### config.mk
export PLATFORM = sky130hd
export DESIGN_NAME = cpz_ctrl
export DESIGN_NICKNAME = d
export VERILOG_FILES = /design/src/rtl/core/cpz_pkg.sv /design/src/rtl/core/cpz_ctrl.sv
export SDC_FILE = /design/constraint.sdc
export NUM_CORES = 1
export LEC_CHECK = 0
export BUFFER_PORTS_ARGS = -buffer_cell sky130_fd_sc_hd__buf_4
export CAP_MARGIN = 25
export CORE_UTILIZATION = 57
export DETAILED_ROUTE_END_ITERATION = 8
export PLACE_DENSITY = 0.84
export SLEW_MARGIN = 20
export SYNTH_ARGS = -nofsm -noshare
export SYNTH_HDL_FRONTEND = slang
export SYNTH_SLANG_ARGS = --single-unit
### constraint.sdc
create_clock -name clk_i -period 3.28 [get_ports clk_i]
set_input_delay 0.164 -clock clk_i [delete_from_list [all_inputs] [get_ports clk_i]]
set_output_delay 0.164 -clock clk_i [all_outputs]
set_load 0.01 [all_outputs]
### src/rtl/core/cpz_pkg.sv
// Shared constants, codes and types for the polynomial zero table.
`timescale 1ns / 1ps
package cpz_pkg;

  localparam int MAX_ZEROS_DEF = 16;
  localparam int MAX_ORDER_DEF = 15;
  localparam int FRAC_BITS_DEF = 12;
  localparam int OUT_FRAC      = 24;

  localparam logic [1:0] REQ_INSERT = 2'd0;
  localparam logic [1:0] REQ_DELETE = 2'd1;
  localparam logic [1:0] REQ_EVAL   = 2'd2;
  localparam logic [1:0] REQ_SYM    = 2'd3;

  localparam logic [1:0] ST_OK        = 2'd0;
  localparam logic [1:0] ST_NOT_FOUND = 2'd1;
  localparam logic [1:0] ST_FULL      = 2'd2;
  localparam logic [1:0] ST_SAT       = 2'd3;

  typedef enum logic [3:0] {
    OP_NONE,
    OP_LOAD,
    OP_INS_UPD,
    OP_INS_NEW,
    OP_SET_FULL,
    OP_SET_NF,
    OP_HOLD_ENTRY,
    OP_WRITE_HOLD,
    OP_DEL_DONE,
    OP_FAC1,
    OP_FAC2,
    OP_MUL,
    OP_RND,
    OP_KEY_SYM,
    OP_SYM_FAIL,
    OP_OUT
  } dp_op_e;

  typedef struct packed {
    dp_op_e     op;
    logic [1:0] step;
  } dp_cmd_t;

  typedef struct packed {
    logic [1:0] req;
    logic       match;
    logic       im_zero;
    logic       ord_eq;
  } dp_sts_t;

  function automatic logic [16:0] mag16(logic signed [15:0] v);
    logic signed [16:0] e;
    e = {v[15], v};
    return e[16] ? 17'(-e) : 17'(e);
  endfunction

endpackage

### src/rtl/core/cpz_ctrl.sv
// Sequencer for scan, shift, evaluate and symmetry passes and result handoff.
`timescale 1ns / 1ps
module cpz_ctrl #(
  parameter int MAX_ZEROS = cpz_pkg::MAX_ZEROS_DEF,
  parameter int MAX_ORDER = cpz_pkg::MAX_ORDER_DEF
) (
  input  logic                                     clk_i,
  input  logic                                     rst_ni,
  input  logic                                     in_valid_i,
  output logic                                     in_stall_o,
  input  logic [1:0]                               req_type_i,
  output logic                                     out_valid_o,
  input  logic                                     out_stall_i,
  input  cpz_pkg::dp_sts_t                         sts_i,
  input  logic [$clog2(MAX_ZEROS+1)-1:0]           count_i,
  input  logic [$clog2(MAX_ORDER+1)-1:0]           ord_i,
  output cpz_pkg::dp_cmd_t                         cmd_o,
  output logic [(MAX_ZEROS > 1 ? $clog2(MAX_ZEROS) : 1)-1:0] idx_o
);

  localparam int IW = (MAX_ZEROS > 1) ? $clog2(MAX_ZEROS) : 1;
  localparam int CW = $clog2(MAX_ZEROS + 1);
  localparam int OW = $clog2(MAX_ORDER + 1);

  localparam logic [3:0] S_IDLE     = 4'd0;
  localparam logic [3:0] S_SCAN     = 4'd1;
  localparam logic [3:0] S_SHIFT_RD = 4'd2;
  localparam logic [3:0] S_SHIFT_WR = 4'd3;
  localparam logic [3:0] S_FAC1     = 4'd4;
  localparam logic [3:0] S_FAC2     = 4'd5;
  localparam logic [3:0] S_MUL      = 4'd6;
  localparam logic [3:0] S_RND      = 4'd7;
  localparam logic [3:0] S_SYM_K    = 4'd8;
  localparam logic [3:0] S_SYM_P    = 4'd9;
  localparam logic [3:0] S_DONE     = 4'd10;

  logic [3:0]    state_q, state_d;
  logic [CW-1:0] k_q, k_d, p_q, p_d;
  logic [CW:0]   kp1;
  logic [OW-1:0] n_q, n_d;
  logic [1:0]    step_q, step_d;
  logic          out_valid_q, out_valid_d;
  logic          full;

  assign kp1  = {1'b0, k_q} + (CW+1)'(1);
  assign full = (count_i == CW'(MAX_ZEROS));

  always_comb begin
    if (state_q == S_SYM_P) begin
      idx_o = p_q[IW-1:0];
    end else if (state_q == S_SHIFT_RD) begin
      idx_o = kp1[IW-1:0];
    end else begin
      idx_o = k_q[IW-1:0];
    end
  end

  always_comb begin
    state_d    = state_q;
    k_d        = k_q;
    p_d        = p_q;
    n_d        = n_q;
    step_d     = step_q;
    cmd_o.op   = cpz_pkg::OP_NONE;
    cmd_o.step = step_q;
    unique case (state_q)
      S_IDLE: begin
        if (in_valid_i) begin
          cmd_o.op = cpz_pkg::OP_LOAD;
          k_d      = '0;
          unique case (req_type_i) inside
            cpz_pkg::REQ_INSERT, cpz_pkg::REQ_DELETE: state_d = S_SCAN;
            cpz_pkg::REQ_EVAL: state_d = (count_i == '0) ? S_DONE : S_FAC1;
            default:           state_d = (count_i == '0) ? S_DONE : S_SYM_K;
          endcase
        end
      end
      S_SCAN: begin
        if (k_q == count_i) begin
          if (sts_i.req == cpz_pkg::REQ_INSERT) begin
            cmd_o.op = full ? cpz_pkg::OP_SET_FULL : cpz_pkg::OP_INS_NEW;
          end else begin
            cmd_o.op = cpz_pkg::OP_SET_NF;
          end
          state_d = S_DONE;
        end else if (sts_i.match) begin
          if (sts_i.req == cpz_pkg::REQ_INSERT) begin
            cmd_o.op = cpz_pkg::OP_INS_UPD;
            state_d  = S_DONE;
          end else begin
            state_d = S_SHIFT_RD;
          end
        end else begin
          k_d = k_q + CW'(1);
        end
      end
      S_SHIFT_RD: begin
        if (kp1 < {1'b0, count_i}) begin
          cmd_o.op = cpz_pkg::OP_HOLD_ENTRY;
          state_d  = S_SHIFT_WR;
        end else begin
          cmd_o.op = cpz_pkg::OP_DEL_DONE;
          state_d  = S_DONE;
        end
      end
      S_SHIFT_WR: begin
        cmd_o.op = cpz_pkg::OP_WRITE_HOLD;
        k_d      = k_q + CW'(1);
        state_d  = S_SHIFT_RD;
      end
      S_FAC1: begin
        cmd_o.op = cpz_pkg::OP_FAC1;
        n_d      = '0;
        step_d   = 2'd0;
        state_d  = sts_i.im_zero ? S_MUL : S_FAC2;
      end
      S_FAC2: begin
        cmd_o.op = cpz_pkg::OP_FAC2;
        state_d  = S_MUL;
      end
      S_MUL: begin
        cmd_o.op = cpz_pkg::OP_MUL;
        step_d   = step_q + 2'd1;
        if (step_q == 2'd3) begin
          state_d = S_RND;
        end
      end
      S_RND: begin
        cmd_o.op = cpz_pkg::OP_RND;
        step_d   = 2'd0;
        if (({1'b0, n_q} + (OW+1)'(1)) < {1'b0, ord_i}) begin
          n_d     = n_q + OW'(1);
          state_d = S_MUL;
        end else if (kp1 == {1'b0, count_i}) begin
          state_d = S_DONE;
        end else begin
          k_d     = k_q + CW'(1);
          state_d = S_FAC1;
        end
      end
      S_SYM_K: begin
        if (k_q == count_i) begin
          state_d = S_DONE;
        end else if (sts_i.im_zero) begin
          cmd_o.op = cpz_pkg::OP_KEY_SYM;
          p_d      = '0;
          state_d  = S_SYM_P;
        end else begin
          k_d = k_q + CW'(1);
        end
      end
      S_SYM_P: begin
        if (p_q == count_i) begin
          cmd_o.op = cpz_pkg::OP_SYM_FAIL;
          state_d  = S_DONE;
        end else if (sts_i.match) begin
          if (sts_i.ord_eq) begin
            k_d     = k_q + CW'(1);
            state_d = S_SYM_K;
          end else begin
            cmd_o.op = cpz_pkg::OP_SYM_FAIL;
            state_d  = S_DONE;
          end
        end else begin
          p_d = p_q + CW'(1);
        end
      end
      S_DONE: begin
        if (!out_valid_q || !out_stall_i) begin
          cmd_o.op = cpz_pkg::OP_OUT;
          state_d  = S_IDLE;
        end
      end
      default: state_d = S_IDLE;
    endcase
  end

  always_comb begin
    out_valid_d = out_valid_q;
    if (cmd_o.op == cpz_pkg::OP_OUT) begin
      out_valid_d = 1'b1;
    end else if (!out_stall_i) begin
      out_valid_d = 1'b0;
    end
  end

  always_ff @(posedge clk_i or negedge rst_ni) begin
    if (!rst_ni) begin
      state_q     <= S_IDLE;
      k_q         <= '0;
      p_q         <= '0;
      n_q         <= '0;
      step_q      <= 2'd0;
      out_valid_q <= 1'b0;
    end else begin
      state_q     <= state_d;
      k_q         <= k_d;
      p_q         <= p_d;
      n_q         <= n_d;
      step_q      <= step_d;
      out_valid_q <= out_valid_d;
    end
  end

  assign in_stall_o  = (state_q != S_IDLE);
  assign out_valid_o = out_valid_q;

  a_accept_leaves_idle: assert property (@(posedge clk_i) disable iff (!rst_ni)
    (in_valid_i && !in_stall_o) |=> (state_q != S_IDLE))
    else $error("accepted beat left sequencer idle");

  a_done_free_emits: assert property (@(posedge clk_i) disable iff (!rst_ni)
    (state_q == S_DONE && !out_valid_q) |=> (out_valid_q && state_q == S_IDLE))
    else $error("finished result not handed off");

  a_scan_bound: assert property (@(posedge clk_i) disable iff (!rst_ni)
    (state_q == S_SCAN || state_q == S_SYM_K) |-> (k_q <= count_i))
    else $error("scan index past fill");

endmodule

## Word-level counts from Yosys, hierarchy flattened

Cells that the tools add are included.

| word-level totals | value |
|---|---|
| register bits after elaboration | 21 |
| latch bits | 0 |
| memory bits (writable) | 0 |
| memory bits (read-only) | 0 |
| output and inout bits | 12 |
| logic and storage cells | 125 |
| memories kept | 0 |

| operators by class | value |
|---|---|
| add/subtract/negate cells | 6 |
| $mul | 0 |
| divide/modulo/power cells | 0 |
| $lt $le $gt $ge | 2 |
| equal/unequal tests | 37 |
| shift operators | 0 |
| multiplexer cells | 56 |
| bitwise gates (word level) | 0 |
| reduce and logical (&&, ||, !) cells | 18 |

Operators by type and width:

| cell | count |
|---|---|
| two-way mux 4 bit | 25 |
| one-hot mux 4 bit (11 select lines) | 2 |
| two-way mux 5 bit | 14 |
| != test 2 bit (second input constant) | 15 |
| one-hot mux 5 bit (6 select lines) | 1 |
| == test 4 x 3 -> 1 bit (second input constant) | 4 |
| == test 4 bit (second input constant) | 4 |
| one-hot mux 4 bit (2 select lines) | 2 |
| AND reduction 11 bit | 1 |
| adder 5 x 1 -> 5 bit (second input constant) | 2 |
| == test 5 bit | 2 |
| two-way mux 2 bit | 5 |
| one-hot mux 5 bit (2 select lines) | 1 |
| == test 4 x 2 -> 1 bit (second input constant) | 2 |
| adder 5 x 1 -> 6 bit (second input constant) | 1 |
| == test 6 x 5 -> 1 bit | 1 |
| < comparator 6 x 5 -> 1 bit | 1 |
| two-way mux 3 bit | 2 |
| != test 3 bit (second input constant) | 2 |
| AND reduction 6 bit | 1 |
| nonzero test 2 bit | 3 |
| nonzero test 6 bit | 1 |
| adder 4 x 1 -> 5 bit (second input constant) | 1 |
| == test 5 bit (second input constant) | 1 |
| 19 further kinds | 25 |

## Logic depth before layout (Yosys ltp)

Gate-level depths: netlist (run 1).

| logic depth | value |
|---|---|
| depth in word-level cells | 7 |
| mapped depth | 10 |
| depth with buffers taken out | 10 |

## Worst setup path before layout (run 1)

No wires, ideal clock.

| timing | value |
|---|---|
| kind | register -> register |
| start | register k_q[0] |
| end | register k_q[2] |
| arrival | 2.308 ns |
| slack | 0.851 ns |
| cell stages (with the launch flop) | 11 |
| period minus slack after synthesis | 2.429 ns |
| cell sequence | dfrtp_1 ha_1 nand3_1 xnor2_1 ha_1 nand3_1 a311oi_1 a21oi_1 o2111ai_2 or3_1 a22o_1 |

| on the way | value |
|---|---|
| cells in the longest elaborated chain, start to end | 5 |

RTL lines:

| element | RTL line | text |
|---|---|---|
| from (decl) | cpz_ctrl.sv:38 | `logic [CW-1:0] k_q, k_d, p_q, p_d;` |
| from (signal assigned) | cpz_ctrl.sv:197 | `k_q <= k_d;` |
| parallel branches: the longest is 5 deep, another holds adder 5 x 1 -> 6 bit | n/a |  |

Several ways; the timed one is not identified. The select of a mux whose other input is x is not followed.
A chain may end at the register's enable or synchronous reset.

==> metrics.txt, run 1 <==
# TYPE chip_impl_metric gauge
chip_impl_info{name="run_status",value="completed"} 1
chip_impl_info{name="path_class",value="flop to output port"} 1
chip_impl_info{name="timing.critical_path.max_delay_family",value="simple AND/OR/NAND/NOR gates"} 1
chip_impl_metric{name="final_weighted_congestion_in_routability_driven_placement",unit=""} 0.9821
chip_impl_metric{name="timing.final.max_slew_violations",unit=""} 0
chip_impl_info{name="rsz0062_at_grt",value="false"} 1
chip_impl_metric{name="synth_fa_ha_area_share",unit="%"} 7.190
chip_impl_metric{name="drt_pass1_iterations",unit=""} 7
chip_impl_metric{name="fmaxAchievable",unit="MHz"} 329.9
chip_impl_metric{name="post-route-period-util",unit="%"} 92.40
chip_impl_metric{name="number_of_antenna_violations_at_the_first_check_in_global_routing",unit=""} 0
chip_impl_metric{name="worstPathMaxFanout",unit=""} 7
chip_impl_metric{name="max_cap_viol_count",unit=""} 0
chip_impl_metric{name="slew_headroom",unit="%"} 50.88
chip_impl_info{name="crit_chain",value="ha_1, nand3_1, xnor2_1, ha_1, nand3_1, o211ai_1, nor2_1, or4_1, buf_4"} 1
chip_impl_metric{name="route.vias.total",unit=""} 2066
chip_impl_info{name="min_path_type",value="primary input to flop"} 1
chip_impl_info{name="yosys-top-cells-area",value="dfrtp_1, ha_1, nand2_1"} 1
chip_impl_metric{name="top_level_i_o_count",unit=""} 32
chip_impl_metric{name="worst_ir_drop_vdd",unit="mV"} 0.3815
chip_impl_metric{name="synth_xor_xnor_area_share",unit="%"} 7.130
chip_impl_metric{name="grt-ovfl-total",unit=""} 0
chip_impl_metric{name="critical_path_required",unit="ps"} 3120
chip_impl_metric{name="grt_first_pass_wirelength",unit="microns"} 8369
chip_impl_metric{name="track_usage",unit="%"} 26.69
chip_impl_metric{name="initial_core_util",unit="%"} 61.14
chip_impl_metric{name="floorplan.core_area",unit="sq um"} 3416
chip_impl_info{name="yosysTopAreaCell",value="dfrtp_1"} 1
chip_impl_info{name="yosysMostFrequentCell",value="nand2_1"} 1
chip_impl_metric{name="static-leakage-power",unit="uW"} 0.001017
chip_impl_info{name="cts_tree",value="yes"} 1
chip_impl_metric{name="vias_per_cell",unit=""} 6.242
chip_impl_metric{name="drc",unit=""} 0
chip_impl_metric{name="critical_path_arrival",unit="ps"} 2870
chip_impl_metric{name="grt_start_max_net_pins",unit=""} 24
chip_impl_metric{name="tritoncts.num_buffers",unit=""} 3
chip_impl_info{name="ys.flop_type",value="dfrtp_1"} 1
chip_impl_metric{name="htree_num_levels",unit=""} 1
chip_impl_metric{name="dieArea",unit="sq um"} 3909
chip_impl_metric{name="cts_max_path_buffers",unit=""} 2
chip_impl_info{name="netlist_top_cells_count",value="nand2_1, dfrtp_1, o21ai_0, a21oi_1, nor2_1"} 1
chip_impl_metric{name="detail-route-antenna-nets",unit=""} 0
chip_impl_metric{name="synth_edf_count",unit=""} 0
chip_impl_metric{name="final_nets",unit=""} 318
chip_impl_metric{name="max_slew.worst_pin.slew",unit="ps"} 736.8
chip_impl_info{name="cts_root_buf",value="clkbuf_4"} 1
chip_impl_metric{name="final.setup.worst_slack",unit="ps"} 249.2
chip_impl_metric{name="yosys.cell_types.count",unit=""} 60
chip_impl_metric{name="synth_fp_nets",unit=""} 292
chip_impl_metric{name="drt_iter0_drc",unit=""} 207
chip_impl_metric{name="clk_pin_slew",unit="ps"} 130
chip_impl_metric{name="share_of_the_core_filled_with_cells",unit="%"} 68.61
chip_impl_metric{name="synth_warnings",unit=""} 0
chip_impl_metric{name="final.setup.tns",unit="ps"} 0
chip_impl_info{name="synth_top_family_by_area",value="simple AND/OR/NAND/NOR gates"} 1
chip_impl_metric{name="std_cell_rows",unit=""} 21
chip_impl_info{name="timing.critical_path.slowest_stage_cell",value="or4_1"} 1
chip_impl_info{name="timing.critical_path.from_type",value="flop"} 1
chip_impl_metric{name="fin_hold_viols",unit=""} 0
chip_impl_metric{name="port_buffers",unit=""} 31
chip_impl_metric{name="syn2layout_area_growth",unit="%"} 12.22
chip_impl_metric{name="place_worst_setup_slack",unit="ps"} 618.0
chip_impl_metric{name="detail_route.wl_per_cell",unit="microns"} 15.30
chip_impl_metric{name="setup_viol_count_final",unit=""} 0
chip_impl_metric{name="worst_skew_pair.late_latency",unit="ps"} 320
chip_impl_metric{name="final_layout_size_suffix_gt1_share",unit="%"} 17.19
chip_impl_metric{name="diodes",unit=""} 0
chip_impl_metric{name="design_power_total",unit="uW"} 1860
chip_impl_metric{name="compound_cell_area_share_of_the_yosys_netlist",unit="%"} 25.64
chip_impl_metric{name="cts.sink_count",unit=""} 21
chip_impl_metric{name="dieWidth",unit="microns"} 62.53
chip_impl_metric{name="synth.ff_latch_count",unit=""} 21
chip_impl_metric{name="synth_simple_gate_area_share",unit="%"} 25.70
chip_impl_metric{name="synthesis.area",unit="sq um"} 2088
chip_impl_info{name="cp-end-kind",value="output port"} 1
chip_impl_metric{name="post_synthesis_average_cell_area",unit="sq um"} 8.032
chip_impl_metric{name="async_flop_share",unit="%"} 100.0
chip_impl_metric{name="final.setup_skew",unit="ps"} 16.17
chip_impl_metric{name="detail_route.wirelength",unit="microns"} 5064
chip_impl_metric{name="yosys.area.top_type_share",unit="%"} 25.16
chip_impl_metric{name="synth_sequential_area_ratio",unit="%"} 25.16
chip_impl_metric{name="via_count_of_the_first_global_routing_pass",unit=""} 1752
chip_impl_metric{name="die-height",unit="microns"} 62.53
chip_impl_metric{name="synthMuxAreaShare",unit="%"} 1.977
chip_impl_metric{name="cp_slowest_stage_delay",unit="ps"} 540
chip_impl_metric{name="cellPowerDensity",unit="nW/um^2"} 793.8
chip_impl_metric{name="crit_buf_inv",unit=""} 1
chip_impl_metric{name="post-dp-hpwl",unit="microns"} 3884
chip_impl_metric{name="synthCells",unit=""} 260
chip_impl_metric{name="timing.final.crit_period",unit="ps"} 3031
path summary, 6_finish.rpt:
check                       startpoint          end  slack (ps)  cells past startpoint
setup / recovery                k_q[0]     cmd_o[3]         250                      9
hold / removal             out_stall_i  out_valid_o         170                      3
setup reg to reg                k_q[0]       k_q[2]         570                     10
hold reg to reg              step_q[0]    step_q[0]         550                      1
max in group asynchronous       rst_ni   state_q[0]        2800                      2
min in group asynchronous       rst_ni       k_q[0]         240                      2
worst register-to-register path: cells and delay by family (launching register included):
family,cells,cell delay (ps)
flip-flops,1,490
AO/OA/AOI/OAI,4,730
XOR/XNOR,1,230
AND/OR/NAND/NOR,3,630
adder cells (fa/ha/maj),2,560
per-stage QoR:
step                cells  hold slack [ps]  instance area (sq um)
floorplan             260           -131.6                   2088
global placement      326            69.55                   2307
CTS                   331            171.5                   2344
finish                331            173.4                   2344
global route          331            148.6                   2344
detailed placement    326            68.02                   2307
cell families after synthesis:
kind of cell,count (synthesis)
flip-flops,21
AND/OR/NAND/NOR,100
adder cells (fa/ha/maj),12
AO/OA/AOI/OAI,78
XOR/XNOR,17
buffers and inverters,28
multiplexers,4
metal layers:
| metal | global-route usage, % | up-vias | wire length, microns |
|---|---|---|---|
| met1 | 40.00 | 935 | 2310 |
| met3 | 4.562 | 14 | 400 |
| li1 | - | 1017 | - |
| met5 | 0 | - | 0 |
| met4 | 9.012 | 0 | 104 |
| met2 | 38.32 | 100 | 2249 |
cell usage in the layout (no fill, tap or decap), types with 9 or more instances in the layout:
cell	count
dfrtp_1	21
nand2_1	28
ha_1	12
buf_4	35
nor2_1	15
nand3_1	10
o21ai_0	19
xor2_1	9
a21oi_1	15
inv_1	12
area by class of cell:
cell class              instances  area (sq um)
inverters                      13         48.80
fillers                       279          1072
clock buffers                   4         26.28
flip-flops and latches         21         525.5
repair buffers                 36         272.8
well taps                      46         57.56
multi-input cells             211          1413
sequential cells by signal, indices dropped and copies added, names as in the netlist:
name,flops
state_q,4
n_q,4
out_valid_o,1
k_q,5
step_q,2
p_q,5
what timing repair did:
action	CTS	global route
gates resized for setup	0	0
hold buffers	1	0
setup endpoints to repair	0	0
setup buffers	0	0
hold endpoints to repair	21	0
power by group:
group	leakage (uW)	internal, uW	total, uW	switching, uW
Sequential	0.000272	351	552	201
Clock	0.0000150	47.5	132	84.3
Combinational	0.000730	545	1180	632
Total	0.00102	943	1860	917
Power figures use the tool's default switching activity.
==> run 2: changes to the inputs <==
--- a/config.mk
+++ b/config.mk
@@ -7,9 +7,10 @@
 export LEC_CHECK = 0
 export BUFFER_PORTS_ARGS = -buffer_cell sky130_fd_sc_hd__buf_4
 export CAP_MARGIN = 25
-export CORE_UTILIZATION = 57
+export CORE_UTILIZATION = 62
+export CTS_CLUSTER_DIAMETER = 40
 export DETAILED_ROUTE_END_ITERATION = 8
-export PLACE_DENSITY = 0.84
+export PLACE_DENSITY = 0.9
 export SLEW_MARGIN = 20
 export SYNTH_ARGS = -nofsm -noshare
 export SYNTH_HDL_FRONTEND = slang
==> constraint.sdc (replaced) <==
create_clock -name clk_i -period 3.6 [get_ports clk_i]
set_input_delay 0.18 -clock clk_i [delete_from_list [all_inputs] [get_ports clk_i]]
set_output_delay 0.18 -clock clk_i [all_outputs]
set_load 0.01 [all_outputs]
==> run 2 against run 1 <==
- hold slack got worse by 35 ps
- cell count is 1.5% lower
- design area shrank 1.0%
- register-to-register slack gained 230 ps
- setup slack improved by 320 ps
- critical path type unchanged
==> metrics.txt, run 2 (synthesized netlist as in run 1, its figures left out) <==
# TYPE chip_impl_metric gauge
chip_impl_info{name="run_status",value="completed"} 1
chip_impl_metric{name="detail_route.wirelength",unit="microns"} 5282
chip_impl_metric{name="grt_first_pass_wirelength",unit="microns"} 8528
chip_impl_info{name="layout_commonest_cell",value="buf_4"} 1
chip_impl_metric{name="via_count_of_the_first_global_routing_pass",unit=""} 1789
chip_impl_metric{name="cp_slowest_stage_delay",unit="ps"} 510
chip_impl_metric{name="clk_pin_slew",unit="ps"} 120
chip_impl_metric{name="seq_power_share",unit="%"} 29.8
chip_impl_metric{name="max_slew.worst_pin.slew",unit="ps"} 737.9
chip_impl_metric{name="setup_viol_count_final",unit=""} 0
chip_impl_metric{name="final_layout_size_suffix_gt1_share",unit="%"} 16.67
chip_impl_info{name="cp-end-kind",value="output port"} 1
chip_impl_metric{name="r2r_setup_slk",unit="ps"} 800
chip_impl_metric{name="static-leakage-power",unit="uW"} 0.001005
chip_impl_metric{name="port_buffers",unit=""} 31
chip_impl_metric{name="nFillCells",unit=""} 249
chip_impl_info{name="rsz0062_at_grt",value="false"} 1
chip_impl_info{name="min_path_type",value="primary input to flop"} 1
chip_impl_metric{name="htree_num_levels",unit=""} 1
chip_impl_metric{name="vias_per_cell",unit=""} 6.497
chip_impl_metric{name="detail-route-antenna-nets",unit=""} 0
chip_impl_metric{name="diodes",unit=""} 0
chip_impl_info{name="cts_root_buf",value="clkbuf_4"} 1
chip_impl_metric{name="grt_start_max_net_pins",unit=""} 22
chip_impl_info{name="r2r-start",value="k_q[0]"} 1
chip_impl_metric{name="post-route-period-util",unit="%"} 84.28
chip_impl_metric{name="drc",unit=""} 0
chip_impl_metric{name="floorplan.core_area",unit="sq um"} 3128
chip_impl_info{name="timing.critical_path.slowest_stage_cell",value="or4_1"} 1
chip_impl_metric{name="critical_path_required",unit="ps"} 3420
chip_impl_metric{name="fin_hold_viols",unit=""} 0
chip_impl_metric{name="post-dp-hpwl",unit="microns"} 4056
chip_impl_metric{name="final.setup.tns",unit="ps"} 0
chip_impl_metric{name="power_switching",unit="uW"} 841.9
chip_impl_metric{name="clock_power_share",unit="%"} 7.2
chip_impl_metric{name="internal_cell_power",unit="uW"} 840.1
chip_impl_metric{name="grt-ovfl-total",unit=""} 0
chip_impl_metric{name="crit_buf_inv",unit=""} 1
chip_impl_metric{name="worstPathMaxFanout",unit=""} 7
chip_impl_metric{name="worst_ir_drop_vdd",unit="mV"} 0.4862
chip_impl_metric{name="top_level_i_o_count",unit=""} 32
chip_impl_info{name="crit_chain",value="ha_1, nand3_1, xnor2_1, ha_1, nand3_1, o211ai_1, nor2_1, or4_1, buf_4"} 1
chip_impl_info{name="timing.critical_path.from_type",value="flop"} 1
chip_impl_metric{name="fmaxAchievable",unit="MHz"} 329.6
chip_impl_metric{name="detail_route.wl_per_cell",unit="microns"} 16.20
chip_impl_metric{name="finalHoldWorstSlack",unit="ps"} 138.4
chip_impl_metric{name="cts_max_path_buffers",unit=""} 2
chip_impl_metric{name="timing.final.max_slew_violations",unit=""} 0
chip_impl_info{name="timing.critical_path.max_delay_family",value="simple AND/OR/NAND/NOR gates"} 1
chip_impl_metric{name="drt_iter0_drc",unit=""} 184
chip_impl_metric{name="timing.final.crit_period",unit="ps"} 3034
chip_impl_metric{name="slew_headroom",unit="%"} 50.36
chip_impl_metric{name="max_cap_viol_count",unit=""} 0
chip_impl_metric{name="swShare",unit="%"} 50.05
chip_impl_info{name="regToRegEndpoint",value="k_q[2]"} 1
chip_impl_metric{name="worst_skew_pair.late_latency",unit="ps"} 320
chip_impl_metric{name="design_power_total",unit="uW"} 1682
chip_impl_info{name="path_class",value="flop to output port"} 1
chip_impl_metric{name="reg2regPathDepth",unit=""} 10
chip_impl_metric{name="initial_core_util",unit="%"} 66.76
chip_impl_metric{name="cts.sink_count",unit=""} 21
chip_impl_metric{name="syn2layout_area_growth",unit="%"} 11.08
chip_impl_metric{name="track_usage",unit="%"} 31.76
chip_impl_metric{name="combPwrFrac",unit="%"} 63.1
chip_impl_metric{name="drt_pass1_iterations",unit=""} 6
chip_impl_info{name="reg.largest.list",value="k_q (5), p_q (5)"} 1
chip_impl_metric{name="cts.repair.resized",unit=""} 0
chip_impl_metric{name="dieArea",unit="sq um"} 3604
chip_impl_metric{name="cellPowerDensity",unit="nW/um^2"} 725.1
chip_impl_metric{name="final_nets",unit=""} 315
chip_impl_metric{name="dieWidth",unit="microns"} 60.04
chip_impl_metric{name="route.vias.total",unit=""} 2118
chip_impl_metric{name="std_cell_rows",unit=""} 20
chip_impl_metric{name="tritoncts.num_buffers",unit=""} 3
chip_impl_metric{name="die-height",unit="microns"} 60.04
chip_impl_metric{name="number_of_antenna_violations_at_the_first_check_in_global_routing",unit=""} 0
chip_impl_info{name="layout_common_cells",value="buf_4, nand2_1, dfrtp_1"} 1
chip_impl_metric{name="holdPathStages",unit=""} 3
chip_impl_metric{name="final.setup_skew",unit="ps"} 3.788
chip_impl_info{name="cts_tree",value="yes"} 1
chip_impl_info{name="hold-path-endpoint",value="out_valid_o"} 1
chip_impl_metric{name="final_weighted_congestion_in_routability_driven_placement",unit=""} 0.9166
chip_impl_info{name="timing.hold.worst.start",value="out_stall_i"} 1
chip_impl_metric{name="critical_path_arrival",unit="ps"} 2850
[run 2: worst register-to-register path, cell delays in order, from the launching register on]
cell       delay (ps)
dfrtp_1           490
ha_1              300
nand3_1           120
xnor2_1           240
ha_1              300
nand3_1           100
a311oi_1           80
a21oi_1           210
o2111ai_2         260
or3_1             420
a22o_1            190
[run 2: how the worst max path moves through the flow]
stage	slack (ps)	startpoint	cells past startpoint	end
finish	570	k_q[0]	9	cmd_o[3]
global route	420	k_q[0]	9	cmd_o[3]
CTS	580	k_q[0]	9	cmd_o[3]
detailed placement	830	k_q[0]	10	k_q[2]
global placement	1040	k_q[0]	10	k_q[2]
floorplan	1170	k_q[0]	10	k_q[2]
[run 2: per-layer routing]
layer / GRT usage, % / wire (microns)
met5: 0 / 0
met2: 51.59 / 2352
met1: 42.59 / 2260
met3: 7.792 / 540
met4: 6.977 / 127
[run 2: layout make-up]
class | instances | area, sq um | share of cell area (%)
repair buffers | 33 | 250.2 | 10.79
inverters | 13 | 48.80 | 2.104
clock inverters | 1 | 5.005 | 0.2158
flip-flops and latches | 21 | 525.5 | 22.65
multi-input cells | 211 | 1413 | 60.90
well taps | 44 | 55.05 | 2.373
clock buffers | 3 | 22.52 | 0.9709
[run 2: power by group through the flow]
| stage | Clock (uW) | Combinational, uW | Sequential [uW] |
|---|---|---|---|
| finish | 120 | 1060 | 501 |
| floorplan | 0 | 828 | 407 |
| global placement | 0 | 1010 | 497 |
| detailed placement | 0 | 1040 | 497 |
| global route | 129 | 1160 | 520 |
| CTS | 124 | 1040 | 493 |
[run 2: timing repair]
action / in CTS / in global routing
hold buffers: 1 / 0
hold endpoints to repair: 21 / 0
endpoints found under the setup margin: 0 / 0
setup buffers: 0 / 0
[run 2: through the flow]
step	util (%)	instances	worst slack [ps]	instance area, sq um
2_1_floorplan	-	260	1171	2088
3_3_place_gp	72.96	321	1036	2282
3_5_place_dp	72.96	321	833.5	2282
4_1_cts	74.16	326	583.7	2320
5_1_grt	74.16	326	421.8	2320
6_report	74.16	326	565.8	2320
